## config.mk

```make
export PLATFORM = sky130hd
export DESIGN_NAME = wzh_cell
export DESIGN_NICKNAME = d
export VERILOG_FILES = /design/src/rtl/wzh_pkg.sv /design/src/rtl/wzh_cell.sv
export SDC_FILE = /design/constraint.sdc
export NUM_CORES = 1
export LEC_CHECK = 0
export ABC_CLOCK_PERIOD_IN_PS = 4600
export BUFFER_PORTS_ARGS = -buffer_cell sky130_fd_sc_hd__buf_4
export CAP_MARGIN = 40
export CELL_PAD_IN_SITES_DETAIL_PLACEMENT = 2
export CELL_PAD_IN_SITES_GLOBAL_PLACEMENT = 2
export CORE_MARGIN = 3
export CORE_UTILIZATION = 28
export CTS_CLUSTER_DIAMETER = 50
export DETAILED_ROUTE_END_ITERATION = 8
export HOLD_SLACK_MARGIN = 0.08
export PLACE_DENSITY = 0.95
export SLEW_MARGIN = 5
export SYNTH_ARGS = -nofsm -noshare
export SYNTH_HDL_FRONTEND = slang
export SYNTH_SLANG_ARGS = --single-unit
```

## constraint.sdc

```tcl
create_clock -name clk -period 4.6 [get_ports clk]
set_clock_uncertainty 0.1 [all_clocks]
set_input_delay 0.23 -clock clk [delete_from_list [all_inputs] [get_ports clk]]
set_output_delay 0.23 -clock clk [all_outputs]
set_load 0.03 [all_outputs]
```

## src/rtl/wzh_pkg.sv

```systemverilog
// Shared constants and types for the window stack hit test block.
`timescale 1ns / 1ps

package wzh_pkg;

  // Field widths of the request and response transactions
  localparam int CMD_W    = 2;
  localparam int FIELD_W  = 12;
  localparam int NUMBER_W = 5;

  // Command codes
  localparam logic [CMD_W-1:0] CMD_ADD   = 2'd0;
  localparam logic [CMD_W-1:0] CMD_CLICK = 2'd1;
  localparam logic [CMD_W-1:0] CMD_CLEAR = 2'd2;

  // Search token handed from cell to cell
  typedef struct packed {
    logic active;
    logic found;
  } tok_t;

  // Update controls broadcast to every cell
  typedef struct packed {
    logic shift;   // load: every cell takes its upper neighbor
    logic commit;  // move to front: marked cells take their upper neighbor
  } cell_ctl_t;

endpackage

```

## src/rtl/wzh_cell.sv

```systemverilog
// One stack position: holds a window, tests the click point, passes the token on.
`timescale 1ns / 1ps

module wzh_cell #(
  parameter int IDX         = 0,
  parameter int COORD_BITS  = 12,
  parameter int NUM_BITS    = 5,
  parameter int WIN_W       = NUM_BITS + 4 * COORD_BITS
) (
  input  logic                  clk,
  input  logic                  rst,
  input  wzh_pkg::cell_ctl_t    ctl,
  input  logic [NUM_BITS-1:0]   count,
  input  logic [COORD_BITS-1:0] point_x,
  input  logic [COORD_BITS-1:0] point_y,
  input  logic [WIN_W-1:0]      prev_win,
  input  wzh_pkg::tok_t         tok_in,
  input  logic [WIN_W-1:0]      tok_win_in,
  output logic [WIN_W-1:0]      win,
  output wzh_pkg::tok_t         tok_out,
  output logic [WIN_W-1:0]      tok_win_out
);
  import wzh_pkg::*;

  localparam int TOP_LO    = 0;
  localparam int RIGHT_LO  = COORD_BITS;
  localparam int BOTTOM_LO = 2 * COORD_BITS;
  localparam int LEFT_LO   = 3 * COORD_BITS;

  logic                  mv;
  logic                  in_use;
  logic                  hit;
  logic [COORD_BITS-1:0] left_e, bottom_e, right_e, top_e;

  assign top_e    = win[TOP_LO    +: COORD_BITS];
  assign right_e  = win[RIGHT_LO  +: COORD_BITS];
  assign bottom_e = win[BOTTOM_LO +: COORD_BITS];
  assign left_e   = win[LEFT_LO   +: COORD_BITS];

  assign in_use = count > NUM_BITS'(IDX);
  assign hit    = in_use && point_x >= left_e && point_x <= right_e &&
                  point_y >= bottom_e && point_y <= top_e;

  // Window storage: shift down on load, or on move to front when marked
  always_ff @(posedge clk) begin
    if (ctl.shift || (ctl.commit && mv)) begin
      win <= prev_win;
    end
  end

  // Mark cells at or above the hit so they make room at the top
  always_ff @(posedge clk) begin
    if (rst) begin
      mv      <= 1'b0;
      tok_out <= '0;
    end else begin
      if (tok_in.active) begin
        mv <= !tok_in.found;
      end
      tok_out.active <= tok_in.active;
      tok_out.found  <= tok_in.found | hit;
    end
  end

  // Carry the first hit window along with the token
  always_ff @(posedge clk) begin
    tok_win_out <= tok_in.found ? tok_win_in : win;
  end

endmodule

```

## Word level (Yosys, flattened, before mapping)

Cells that the tools add are included.

| word-level totals | value |
|---|---|
| output and inout bits | 108 |
| register bits | 109 |
| word-level logic and storage cells | 19 |
| input port bits | 141 |

| operators by class | value |
|---|---|
| reductions and logical operators | 7 |
| muxes and demuxes | 1 |
| bitwise logic cells | 1 |
| magnitude comparators | 5 |

Operator list:

| cell | count |
|---|---|
| $mux 53 | 1 |
| $ge 12x12->1 | 2 |
| $le 12x12->1 | 2 |
| $gt 5x1->1 const B | 1 |
| $logic_and 1x1->1 | 5 |
| $logic_not 1->1 | 1 |
| $logic_or 1x1->1 | 1 |
| $or 1x1->1 | 1 |

## Longest topological paths before layout

Gate-level depths: netlist (run 1).

| depth | value |
|---|---|
| depth after elaboration | 6 |
| gate-level depth with buffers | 8 |
| depth with buffers taken out | 8 |

## Worst setup path before layout (run 1)

No wires, ideal clock.

| timing | value |
|---|---|
| path type | reg-to-reg |
| from | reg win[17] |
| to | reg tok_out[0] (netlist name) |
| buffers on the path | 0 |
| setup slack | 2.522 ns |
| data required time | 4.441 ns |
| period minus slack after synthesis | 2.078 ns |
| stages on the path, launching flop included | 8 |
| setup time | 0.059 ns |
| arrival time | 1.919 ns |
| path through | edfxtp_1 -> inv_1 -> ha_1 -> a21o_1 -> a221o_1 -> a221o_1 -> o22ai_2 -> a41o_1 |

| between the ends | value |
|---|---|
| cells in the longest elaborated chain, start to end | 5 |

Ends and longest elaborated chain:

| what | RTL line | RTL |
|---|---|---|
| start, declared | wzh_cell.sv:19 | `output logic [WIN_W-1:0] win,` |
| start signal, assigned | wzh_cell.sv:47 | `win <= prev_win;` |
| $le 12x12->1 | wzh_cell.sv:41 | `assign hit = in_use && point_x >= left_e && point_x <= right_e &&` |
| $logic_and 1x1->1 (2 in series) | wzh_cell.sv:41 |  |
| $logic_and 1x1->1 | wzh_cell.sv:42 | `point_y >= bottom_e && point_y <= top_e;` |
| $or 1x1->1 | wzh_cell.sv:61 | `tok_out.found <= tok_in.found \| hit;` |
| end, declared | wzh_cell.sv:20 | `output wzh_pkg::tok_t tok_out,` |

Every way passes these cells.
A chain may end at the register's enable or synchronous reset.

## Worst setup path after layout (run 1)

| timing | value |
|---|---|
| from | reg win[29] |
| to | reg tok_out[0] (netlist name) |

| between the ends | value |
|---|---|
| cells in the longest elaborated chain, start to end | 4 |

Ends and longest elaborated chain:

| what | RTL line |
|---|---|
| $ge 12x12->1 | wzh_cell.sv:42 |
| $logic_and 1x1->1 | wzh_cell.sv:41 |
| $logic_and 1x1->1 | wzh_cell.sv:42 |
| $or 1x1->1 | wzh_cell.sv:61 |

Every way passes these cells.

==> results of run 1 <==
[cells in the final DEF (no fill, tap or decap), drive strengths merged, types with 2 or more instances in the layout]
| cell | Yosys | routed |
|---|---|---|
| buf | 1 | 250 |
| dlygate4sd3 | 0 | 109 |
| dfxtp | 56 | 56 |
| edfxtp | 53 | 53 |
| nand2 | 50 | 50 |
| inv | 46 | 49 |
| ha | 48 | 48 |
| o21ai | 47 | 47 |
| a21oi | 14 | 14 |
| clkbuf | 10 | 9 |
| mux2 | 9 | 9 |
| nand4 | 7 | 7 |
| nor2b | 5 | 5 |
| nand3 | 5 | 5 |
| a211oi | 5 | 5 |
| a21o | 5 | 5 |
| o211ai | 4 | 4 |
| nor2 | 4 | 4 |
| and4 | 2 | 2 |
| a221o | 2 | 2 |
| clkinv | 0 | 2 |
[routing by layer]
metal	vias to the layer above	part of all wire	wire length, µm
met5	-	0	0
met4	0	0.044	1032
met3	53	0.051	1183
met2	196	0.54	12720
met1	2231	0.36	8463
li1	2061	-	-
[cell families after synthesis]
logic type,Yosys count,synth area share
fa+ha+maj,48,0.1347
mux,9,0.02273
flops,109,0.6083
simple gates,76,0.07632
compound gates,83,0.1097
buf+inv,57,0.04826
[worst max-delay path, delay by kind of cell (launching register included)]
family	cells	cell delay, ns
AOI/OAI and AO/OA	5	0.95
adders and majority gates	1	0.30
buffers and inverters	1	0.10
DFF	1	0.43
and+or+nand+nor	1	0.27
[cell type report]
cell class | instances | area (µm²)
well taps | 211 | 264.0
inverters | 46 | 172.7
multi-input cells | 216 | 1533
clock buffers | 9 | 225.2
clock inverters | 7 | 81.33
flip-flops and latches | 109 | 2713
fillers | 1527 | 7402
repair buffers | 359 | 2980
[through the flow]
| step | instance area [µm²] | power, W | hold WS, ns | std cells | setup slack [ns] |
|---|---|---|---|---|---|
| floorplan | 4459 | 0.001412 | 0.2016 | 382 | 2.522 |
| global placement | 6551 | 0.001660 | 0.3079 | 831 | 2.616 |
| detailed placement | 6571 | 0.001698 | 0.3096 | 832 | 2.556 |
| CTS | 7969 | 0.002596 | 0.2452 | 957 | 2.518 |
| global route | 7969 | 0.002741 | 0.2928 | 957 | 2.292 |
| finish | 7969 | 0.002640 | 0.2661 | 957 | 2.373 |
[power groups by stage]
| stage | clock [W] | combinational (W) | sequential (W) |
|---|---|---|---|
| after floorplan | 0 | 0.000126 | 0.00129 |
| after global placement | 0 | 0.000516 | 0.00114 |
| after detailed placement | 0 | 0.000545 | 0.00115 |
| after CTS | 0.000836 | 0.000628 | 0.00113 |
| after global routing | 0.000901 | 0.000695 | 0.00115 |
| final | 0.000844 | 0.000658 | 0.00114 |
[flip-flops by register name, summed over array words and instances (netlist names)]
name and cells:
tok_out 2, tok_win_out 53, mv 1, win 53
[repair_timing]
action	in CTS	in global routing
hold buffers	109	0
resized for setup	0	0
setup endpoints to repair	0	0
hold endpoints to repair	108	0
[worst paths after layout]
kind	start	slack [ns]	to
min	tok_in[0]	0.27	tok_win_out[6]$_DFF_P_
max reg2reg	win[29]$_DFFE_PP_	2.37	tok_out[0]$_SDFF_PP0_
min reg2reg	win[51]$_DFFE_PP_	0.40	tok_win_out[51]$_DFF_P_
max	win[29]$_DFFE_PP_	2.37	tok_out[0]$_SDFF_PP0_
==> impl_metrics.py, run 1 <==
metrics = {
    "status": {
        "run_status": "finished, final reports clean",
    },
    "grt": {
        "grt_util_met2": 0.5128,
        "use_met3": 0.05763,
        "grt_usage": 0.2676,
        "number_of_antenna_violations_at_the_first_check_in_global_routing": 0,
        "globalRouteMet1Util": 0.2763,
        "globalRoute.busiestLayer": "met2",
        "wire_length_of_the_first_global_routing_pass_mm": 35.05,
        "vias_in_the_first_global_route": 5524,
        "grt.overflow.total": 0,
        "grt_max_degree": 57,
    },
    "floorplanning": {
        "ios": 249,
        "dieArea_mm2": 0.01748,
        "die_width_um": 132.2,
        "placement_rows": 45,
        "floorplan.core_area_mm2": 0.01537,
        "initial_utilization": 0.2901,
        "chipHeight_um": 132.2,
    },
    "worst_setup_path": {
        "reg2reg_depth": 8,
        "path_common_cell": "sky130_fd_sc_hd__o21ai_1",
        "cp.required_ns": 4.79,
        "timing.critical_path.arrival_ns": 2.42,
        "cp-end-kind": "register",
        "cpPeakStageDelay_ns": 0.43,
        "highest_net_fanout_along_the_worst_path": 2,
        "critical-path-slowest-cell": "sky130_fd_sc_hd__edfxtp_1",
        "critical_path_launch_point_type": "register",
        "timing.setup.critical_path_class": "register to register",
        "timing.critical_path.cells": "inv_1, ha_1, and4_1, o211ai_1, o21ai_1, o21ai_1, a211oi_1, a41o_1",
    },
    "yosys": {
        "synth_area_leader_cell": "sky130_fd_sc_hd__edfxtp_1",
        "syn_area_per_cell_um2": 11.67,
        "yosysTopAreaCellShare": 0.3569,
        "yosys_warnings": 0,
        "synth.top_cells.by_count": "sky130_fd_sc_hd__dfxtp_1, sky130_fd_sc_hd__edfxtp_1, sky130_fd_sc_hd__nand2_1, sky130_fd_sc_hd__ha_1, sky130_fd_sc_hd__inv_1",
        "netlist-cell-type-count": 30,
        "syn-instance-count": 382,
        "synth.ff_latch_count": 109,
        "synth_enable_flop_cells": 53,
        "synth_flop_cell": "sky130_fd_sc_hd__dfxtp_1",
        "synth.most_common_cell": "sky130_fd_sc_hd__dfxtp_1",
        "synth_async_sr_flop_share": 0,
        "synth_sequential_area_ratio": 0.6083,
        "synthesis.nets": 571,
        "syn-cell-area_mm2": 0.004459,
        "synth.area.top_cells": "sky130_fd_sc_hd__edfxtp_1, sky130_fd_sc_hd__dfxtp_1, sky130_fd_sc_hd__ha_1, sky130_fd_sc_hd__nand2_1, sky130_fd_sc_hd__inv_1",
    },
    "sta": {
        "layout_min_cycle_time_ns": 2.227,
        "slew_headroom": 0.4783,
        "report.final.setup_viol": 0,
        "measured_slew_at_the_worst_slew_check_pin_ns": 0.7826,
        "finalMaxSlewViolations": 0,
        "rsz0062_at_grt": "false",
        "min_period_over_period": 0.4840,
        "fmax_ghz": 0.4491,
        "totalNegativeSetupSlack_ns": 0,
        "hold_viol": 0,
    },
    "run": {
        "cap_viol_max_count": 0,
    },
    "cells_and_area": {
        "fraction_of_layout_cells_with_a_size_suffix_above_1": 0.3700,
        "antenna-diode-count": 0,
        "final_net_count": 930,
        "area_growth_pct": 78.70,
        "final_core_util": 0.5184,
    },
    "route": {
        "drtAntennaViolNets": 0,
        "totalWireLength_mm": 23.40,
        "post-route-drc-count": 0,
        "routedWlPerCell_um": 24.45,
        "vias": 4541,
        "number_of_optimization_iterations_in_the_first_detailed_route_pass": 4,
        "route.detailed.vias_per_inst": 4.745,
        "drtIter0Drc": 175,
    },
    "power": {
        "sw_frac_of_total": 0.3106,
        "power.net_switching_w": 0.0008199,
        "portion_of_total_power_attributed_to_sequential_cells": 0.431,
        "power.combinational.fraction": 0.249,
        "worst_case_vdd_ir_drop_mv": 0.2201,
        "share_clk_of_total_power": 0.320,
        "static_leak_nw": 3.772,
        "powerDensity_mw_per_mm2": 331.3,
        "intPower_w": 0.001820,
    },
    "cts": {
        "worstSkewPairLatency_ns": 0.37,
        "max-clock-path-buffers": 2,
        "path_clk_slew_ns": 0.08,
        "number_of_buffers_created_by_cts": 9,
        "cts_sinks": 109,
        "cts_tree": "done",
        "htree_levels": 3,
        "root_buffer": "sky130_fd_sc_hd__clkbuf_16",
        "cts_setup_buffers": 0,
    },
    "place": {
        "port-buffer-count": 248,
        "hpwlAfterDp_mm": 14.03,
        "place.gp.congestion": 0.7310,
    },
    "min_path": {
        "holdCritPathClass": "input port to register",
        "hold-path-cell-count": 3,
    },
}
No activity file was read; power rests on OpenSTA's default activity.
==> run 2: changes to the inputs <==
Settings changed: ABC_AREA set to 1, ABC_CLOCK_PERIOD_IN_PS 4600 to 1900, CORE_UTILIZATION 28 to 23, PLACE_DENSITY 0.95 to 0.87.
Clock period 4.6 ns to 1.9 ns, I/O delays scaled along.
==> impl_metrics.py, run 2 <==
metrics = {
    "worst_setup_path": {
        "timing.setup.critical_path_class": "register to register",
        "timing.critical_path.arrival_ns": 1.97,
        "cp-end-kind": "register",
        "critical_path_launch_point_type": "register",
        "highest_net_fanout_along_the_worst_path": 3,
        "cp.required_ns": 2.08,
    },
    "yosys": {
        "synth.most_common_cell": "sky130_fd_sc_hd__nand2_1",
        "synth.top_cells.by_count": "sky130_fd_sc_hd__nand2_1, sky130_fd_sc_hd__inv_1, sky130_fd_sc_hd__dfxtp_1, sky130_fd_sc_hd__edfxtp_1, sky130_fd_sc_hd__ha_1",
        "synth.ff_latch_count": 109,
        "netlist-cell-type-count": 22,
        "synthesis.nets": 658,
        "yosys_warnings": 0,
        "synth_sequential_area_ratio": 0.5871,
        "syn_area_per_cell_um2": 9.852,
        "syn-cell-area_mm2": 0.004621,
        "synth_enable_flop_cells": 53,
        "yosysTopAreaCellShare": 0.3444,
        "synth.area.top_cells": "sky130_fd_sc_hd__edfxtp_1, sky130_fd_sc_hd__dfxtp_1, sky130_fd_sc_hd__ha_1, sky130_fd_sc_hd__nand2_1, sky130_fd_sc_hd__inv_1",
        "synth_flop_cell": "sky130_fd_sc_hd__dfxtp_1",
        "synth_area_leader_cell": "sky130_fd_sc_hd__edfxtp_1",
        "syn-instance-count": 469,
        "synth_async_sr_flop_share": 0,
    },
    "route": {
        "totalWireLength_mm": 22.32,
        "drtIter0Drc": 112,
        "post-route-drc-count": 0,
        "routedWlPerCell_um": 20.21,
        "vias": 4719,
        "drtAntennaViolNets": 0,
        "number_of_optimization_iterations_in_the_first_detailed_route_pass": 4,
        "route.detailed.vias_per_inst": 4.274,
    },
    "cts": {
        "cts_sinks": 109,
        "path_clk_slew_ns": 0.07,
        "worstSkewPairLatency_ns": 0.35,
        "number_of_buffers_created_by_cts": 9,
        "max-clock-path-buffers": 2,
        "cts_tree": "done",
        "root_buffer": "sky130_fd_sc_hd__clkbuf_16",
        "htree_levels": 3,
    },
    "status": {
        "run_status": "finished, final reports clean",
    },
    "sta": {
        "hold_viol": 0,
        "slew_headroom": 0.7102,
        "measured_slew_at_the_worst_slew_check_pin_ns": 0.4347,
        "fmax_ghz": 0.5606,
        "min_period_over_period": 0.9388,
        "layout_min_cycle_time_ns": 1.784,
        "finalMaxSlewViolations": 0,
        "report.final.setup_viol": 0,
        "totalNegativeSetupSlack_ns": 0,
    },
    "floorplanning": {
        "placement_rows": 51,
        "die_width_um": 147.7,
        "dieArea_mm2": 0.02183,
        "floorplan.core_area_mm2": 0.01959,
        "ios": 249,
        "initial_utilization": 0.2359,
        "chipHeight_um": 147.7,
    },
    "run": {
        "cap_viol_max_count": 0,
    },
    "place": {
        "port-buffer-count": 248,
        "place.gp.congestion": 0.7563,
        "hpwlAfterDp_mm": 14.68,
    },
    "power": {
        "intPower_w": 0.004412,
        "portion_of_total_power_attributed_to_sequential_cells": 0.436,
        "worst_case_vdd_ir_drop_mv": 0.4107,
        "power.net_switching_w": 0.001868,
        "power.combinational.fraction": 0.255,
        "static_leak_nw": 4.051,
        "powerDensity_mw_per_mm2": 762.1,
        "share_clk_of_total_power": 0.309,
        "sw_frac_of_total": 0.2975,
    },
    "grt": {
        "vias_in_the_first_global_route": 5659,
        "grt.overflow.total": 0,
        "grt_max_degree": 75,
        "grt_usage": 0.2041,
        "number_of_antenna_violations_at_the_first_check_in_global_routing": 2,
        "wire_length_of_the_first_global_routing_pass_mm": 33.64,
    },
    "cells_and_area": {
        "final_core_util": 0.4207,
        "fraction_of_layout_cells_with_a_size_suffix_above_1": 0.3321,
        "final_net_count": 1021,
        "area_growth_pct": 78.36,
        "registers_with_the_most_flip_flops": "tok_win_out: 53 flops, win: 53 flops, tok_out: 2 flops",
        "layout.cells.most_common_list": "sky130_fd_sc_hd__buf_4, sky130_fd_sc_hd__nand2_1, sky130_fd_sc_hd__dlygate4sd3_1, sky130_fd_sc_hd__inv_1, sky130_fd_sc_hd__dfxtp_1",
        "most_common_cell_after_layout_fill_and_taps_aside": "sky130_fd_sc_hd__buf_4",
    },
    "min_path": {
        "holdCritPathClass": "input port to register",
    },
}
[run 2: layout make-up]
type	instances	area, µm²
Inverter	69	259.0
Multi-Input combinational cell	280	1629
Sequential cell	109	2713
Timing Repair Buffer	363	3010
Fill cell	2133	11350
Clock inverter	4	47.55
Antenna cell	2	5.005
Clock buffer	12	246.5
Tap cell	265	331.6
[run 2: worst max-delay path: stages (launching register included)]
cell and delay (ns):
sky130_fd_sc_hd__edfxtp_1 0.36, sky130_fd_sc_hd__inv_1 0.09, sky130_fd_sc_hd__ha_1 0.31, sky130_fd_sc_hd__nand2_1 0.11, sky130_fd_sc_hd__nor2_4 0.15, sky130_fd_sc_hd__nand2_1 0.08
sky130_fd_sc_hd__nor2_1 0.12, sky130_fd_sc_hd__nand2_1 0.07, sky130_fd_sc_hd__nand4_1 0.11, sky130_fd_sc_hd__nand4_1 0.11, sky130_fd_sc_hd__a21oi_1 0.12
[run 2: power by group through the flow]
stage | registers (W) | clock network (W) | logic [W]
after floorplan | 0.00311 | 0 | 0.000333
after global placement | 0.00277 | 0 | 0.00132
after detailed placement | 0.00278 | 0 | 0.00137
after CTS | 0.00273 | 0.00199 | 0.00156
after global routing | 0.00276 | 0.00211 | 0.00174
final | 0.00274 | 0.00194 | 0.00160
[run 2: path summary, 6_finish.rpt]
| check | startpoint | depth (start not counted) | end | slack, ns |
|---|---|---|---|---|
| hold / removal | count[0] | 5 | tok_out[0]$_SDFF_PP0_ | 0.13 |
| hold reg to reg | win[49]$_DFFE_PP_ | 2 | tok_win_out[49]$_DFF_P_ | 0.39 |
| setup reg to reg | win[35]$_DFFE_PP_ | 10 | tok_out[0]$_SDFF_PP0_ | 0.12 |
| setup / recovery | win[35]$_DFFE_PP_ | 10 | tok_out[0]$_SDFF_PP0_ | 0.12 |
[run 2: cell families after synthesis]
kind of cell,after synthesis,share of synthesized area
compound gates,64,0.07338
fa+ha+maj,48,0.1300
buf+inv,80,0.06580
flops,109,0.5871
simple gates,168,0.1438
[run 2: routing by layer]
layer	wire (µm)	track usage
met5	0	0
met4	711	0.06850
met3	1137	0.05212
met2	12600	0.4090
met1	7863	0.2009
[run 2: timing repair]
item,in CTS,in global routing
buffers inserted,0,3
resized for setup,0,7
hold buffers,109,0
endpoints found under the setup margin,0,1
endpoints found under the hold margin,109,0
[run 2: stage by stage]
stage / setup WS, ns / power, W / cells / cell area, µm² / hold WS, ns
final: 0.1163 / 0.006281 / 1104 / 8242 / 0.1282
after global routing: -0.01725 / 0.006602 / 1104 / 8242 / 0.1503
after CTS: 0.05668 / 0.006283 / 1099 / 8190 / 0.1096
after detailed placement: 0.06643 / 0.004152 / 974 / 6805 / 0.1743
after global placement: 0.1509 / 0.004084 / 974 / 6805 / 0.1730
after floorplan: 0.1700 / 0.003445 / 469 / 4622 / 0.06407
==> run 3: changes to the inputs <==
Settings changed: ABC_CLOCK_PERIOD_IN_PS 1900 to 2000, CORE_UTILIZATION 23 to 25, PLACE_DENSITY 0.87 to 0.9.
Clock period 1.9 ns to 2 ns, I/O delays scaled along.
==> impl_metrics.py, run 3 (synthesized netlist as in run 2, its figures left out) <==
metrics = {
    "sta": {
        "hold_viol": 0,
        "layout_min_cycle_time_ns": 1.851,
        "finalMaxSlewViolations": 0,
        "slew_headroom": 0.7337,
        "measured_slew_at_the_worst_slew_check_pin_ns": 0.3970,
        "min_period_over_period": 0.9253,
        "report.final.setup_viol": 0,
        "fin_ws_ns": 0.1494,
        "worst_hold_slack_ns": 0.1008,
        "fmax_ghz": 0.5404,
    },
    "worst_setup_path": {
        "timing.critical_path.cells": "inv_1, ha_1, nand2_1, nor2_4, and2_1, nand4_1, nand2_2, nand4_1, a21oi_1",
        "crit_path_start": "win[11]$_DFFE_PP_",
        "worst_setup_path_endpoint": "tok_out[0]$_SDFF_PP0_",
        "worstPathBufferInverterCount": 1,
        "cp.required_ns": 2.18,
        "timing.setup.critical_path_class": "register to register",
        "path_common_cell": "sky130_fd_sc_hd__nand4_1",
        "reg2reg_depth": 9,
        "reg2reg_from": "win[11]$_DFFE_PP_",
        "cp-end-kind": "register",
        "cpPeakStageDelay_ns": 0.38,
        "highest_net_fanout_along_the_worst_path": 2,
        "register_to_register_path_setup_slack_ns": 0.15,
        "cp.depth": 9,
        "critPathTopFamily": "simple AND/OR/NAND/NOR gates",
        "timing.critical_path.arrival_ns": 2.03,
        "regToRegEndpoint": "tok_out[0]$_SDFF_PP0_",
        "critical-path-slowest-cell": "sky130_fd_sc_hd__edfxtp_1",
        "critical_path_launch_point_type": "register",
    },
    "cells_and_area": {
        "layout.cells.most_common_list": "sky130_fd_sc_hd__buf_4, sky130_fd_sc_hd__nand2_1, sky130_fd_sc_hd__dlygate4sd3_1, sky130_fd_sc_hd__inv_1, sky130_fd_sc_hd__dfxtp_1",
        "layout.cells.non_filler": 1071,
        "final_net_count": 1024,
        "most_common_cell_after_layout_fill_and_taps_aside": "sky130_fd_sc_hd__buf_4",
        "fraction_of_layout_cells_with_a_size_suffix_above_1": 0.3274,
        "area_growth_pct": 78.53,
        "registers_with_the_most_flip_flops": "tok_win_out: 53 flops, win: 53 flops, tok_out: 2 flops",
    },
    "cts": {
        "cts_sinks": 109,
        "number_of_buffers_created_by_cts": 9,
        "path_clk_slew_ns": 0.08,
        "htree_levels": 3,
        "cts_tree": "done",
        "max-clock-path-buffers": 2,
        "worstSkewPairLatency_ns": 0.36,
        "root_buffer": "sky130_fd_sc_hd__clkbuf_16",
    },
    "run": {
        "cap_viol_max_count": 0,
    },
    "place": {
        "place.gp.congestion": 0.7716,
        "hpwlAfterDp_mm": 14.05,
        "dpl_worst_slack_ns": 0.1383,
        "port-buffer-count": 248,
        "dp.cells": 939,
    },
    "route": {
        "vias": 4819,
        "route.detailed.vias_per_inst": 4.500,
        "routedWlPerCell_um": 21.23,
        "number_of_optimization_iterations_in_the_first_detailed_route_pass": 4,
        "drtAntennaViolNets": 0,
        "totalWireLength_mm": 22.74,
        "drtIter0Drc": 116,
        "post-route-drc-count": 0,
    },
    "grt": {
        "globalRoute.busiestLayer": "met2",
        "grt.overflow.total": 0,
        "grt_max_degree": 43,
        "wire_length_of_the_first_global_routing_pass_mm": 33.88,
        "number_of_antenna_violations_at_the_first_check_in_global_routing": 2,
        "grt_usage": 0.2234,
        "globalRouteMet1Util": 0.2158,
        "vias_in_the_first_global_route": 5777,
        "use_met3": 0.05208,
        "grt_util_met2": 0.4501,
    },
    "floorplanning": {
        "placement_rows": 49,
        "die_width_um": 142.0,
        "floorplan.core_area_mm2": 0.01809,
        "initial_utilization": 0.2555,
        "chipHeight_um": 142.0,
        "dieArea_mm2": 0.02015,
        "ios": 249,
    },
    "status": {
        "run_status": "finished, final reports clean",
    },
    "power": {
        "worst_case_vdd_ir_drop_mv": 0.5175,
        "powerDensity_mw_per_mm2": 729.5,
        "static_leak_nw": 4.067,
    },
    "min_path": {
        "holdCritPathClass": "input port to register",
    },
}
## run 3: cell count changes in the layout (fill, tap and decap cells not counted), moves of 2 or more
cell,previous run,this run
sky130_fd_sc_hd__nor2_1,14,16
sky130_fd_sc_hd__inv_6,0,2
sky130_fd_sc_hd__dlygate4sd3_1,109,114
sky130_fd_sc_hd__buf_12,1,3
sky130_fd_sc_hd__buf_4,253,249
## run 3: layout make-up
cell class / instances / area, µm²
tap: 229 / 286.5
inverter: 69 / 259.0
multi-input combinational: 280 / 1618
clock inverter: 6 / 68.82
fill: 1895 / 9837
timing repair buffer: 366 / 3070
sequential: 109 / 2713
clock buffer: 10 / 229.0
antenna: 2 / 5.005
## run 3: stage by stage
step                setup TNS, ns  power (W)  cell area, µm²  utilization
global route             -0.02308   0.006290            8249       0.4561
floorplan                       0   0.003274            4621            -
detailed placement              0   0.003940            6793       0.3756
finish                          0   0.006018            8249       0.4561
global placement                0   0.003875            6793       0.3756
CTS                             0   0.006009            8232       0.4551
## run 3: per-layer routing
layer / vias up / part of all wire / routed length [µm]
li1: 2256 / - / -
met1: 2342 / 0.35 / 7848
met2: 179 / 0.57 / 13050
met3: 42 / 0.048 / 1100
met5: - / 0 / 0
met4: 0 / 0.033 / 742
## run 3: worst reg2reg max path: cells and delay by family (launching register included)
kind                     cells  cell delay (ns)
adder cells (fa/ha/maj)      1             0.31
AO/OA/AOI/OAI                1             0.13
buffers and inverters        1             0.08
flip-flops                   1             0.38
AND/OR/NAND/NOR              6             0.77
## run 3: report_power, final
| part | switching [W] | internal (W) | total (W) |
|---|---|---|---|
| Combinational | 0.000865 | 0.000679 | 0.00154 |
| Clock | 0.000887 | 0.000984 | 0.00187 |
| Sequential | 0.0000838 | 0.00252 | 0.00260 |
## run 3: worst min path at each step
stage | from | cells after the start | to | slack [ns]
2_1_floorplan | rst | 1 | tok_out[0]$_SDFF_PP0_ | 0.07
3_3_place_gp | prev_win[27] | 1 | win[27]$_DFFE_PP_ | 0.18
3_5_place_dp | prev_win[0] | 1 | win[0]$_DFFE_PP_ | 0.18
4_1_cts | tok_in[0] | 3 | tok_win_out[41]$_DFF_P_ | 0.08
5_1_grt | tok_in[0] | 3 | tok_win_out[47]$_DFF_P_ | 0.11
6_report | tok_in[0] | 3 | tok_win_out[47]$_DFF_P_ | 0.10
## run 3: repair_timing
action,CTS,global route
hold endpoints to repair,109,0
buffers inserted,0,0
gates resized for setup,0,4
hold buffers,114,0
endpoints found under the setup margin,0,1
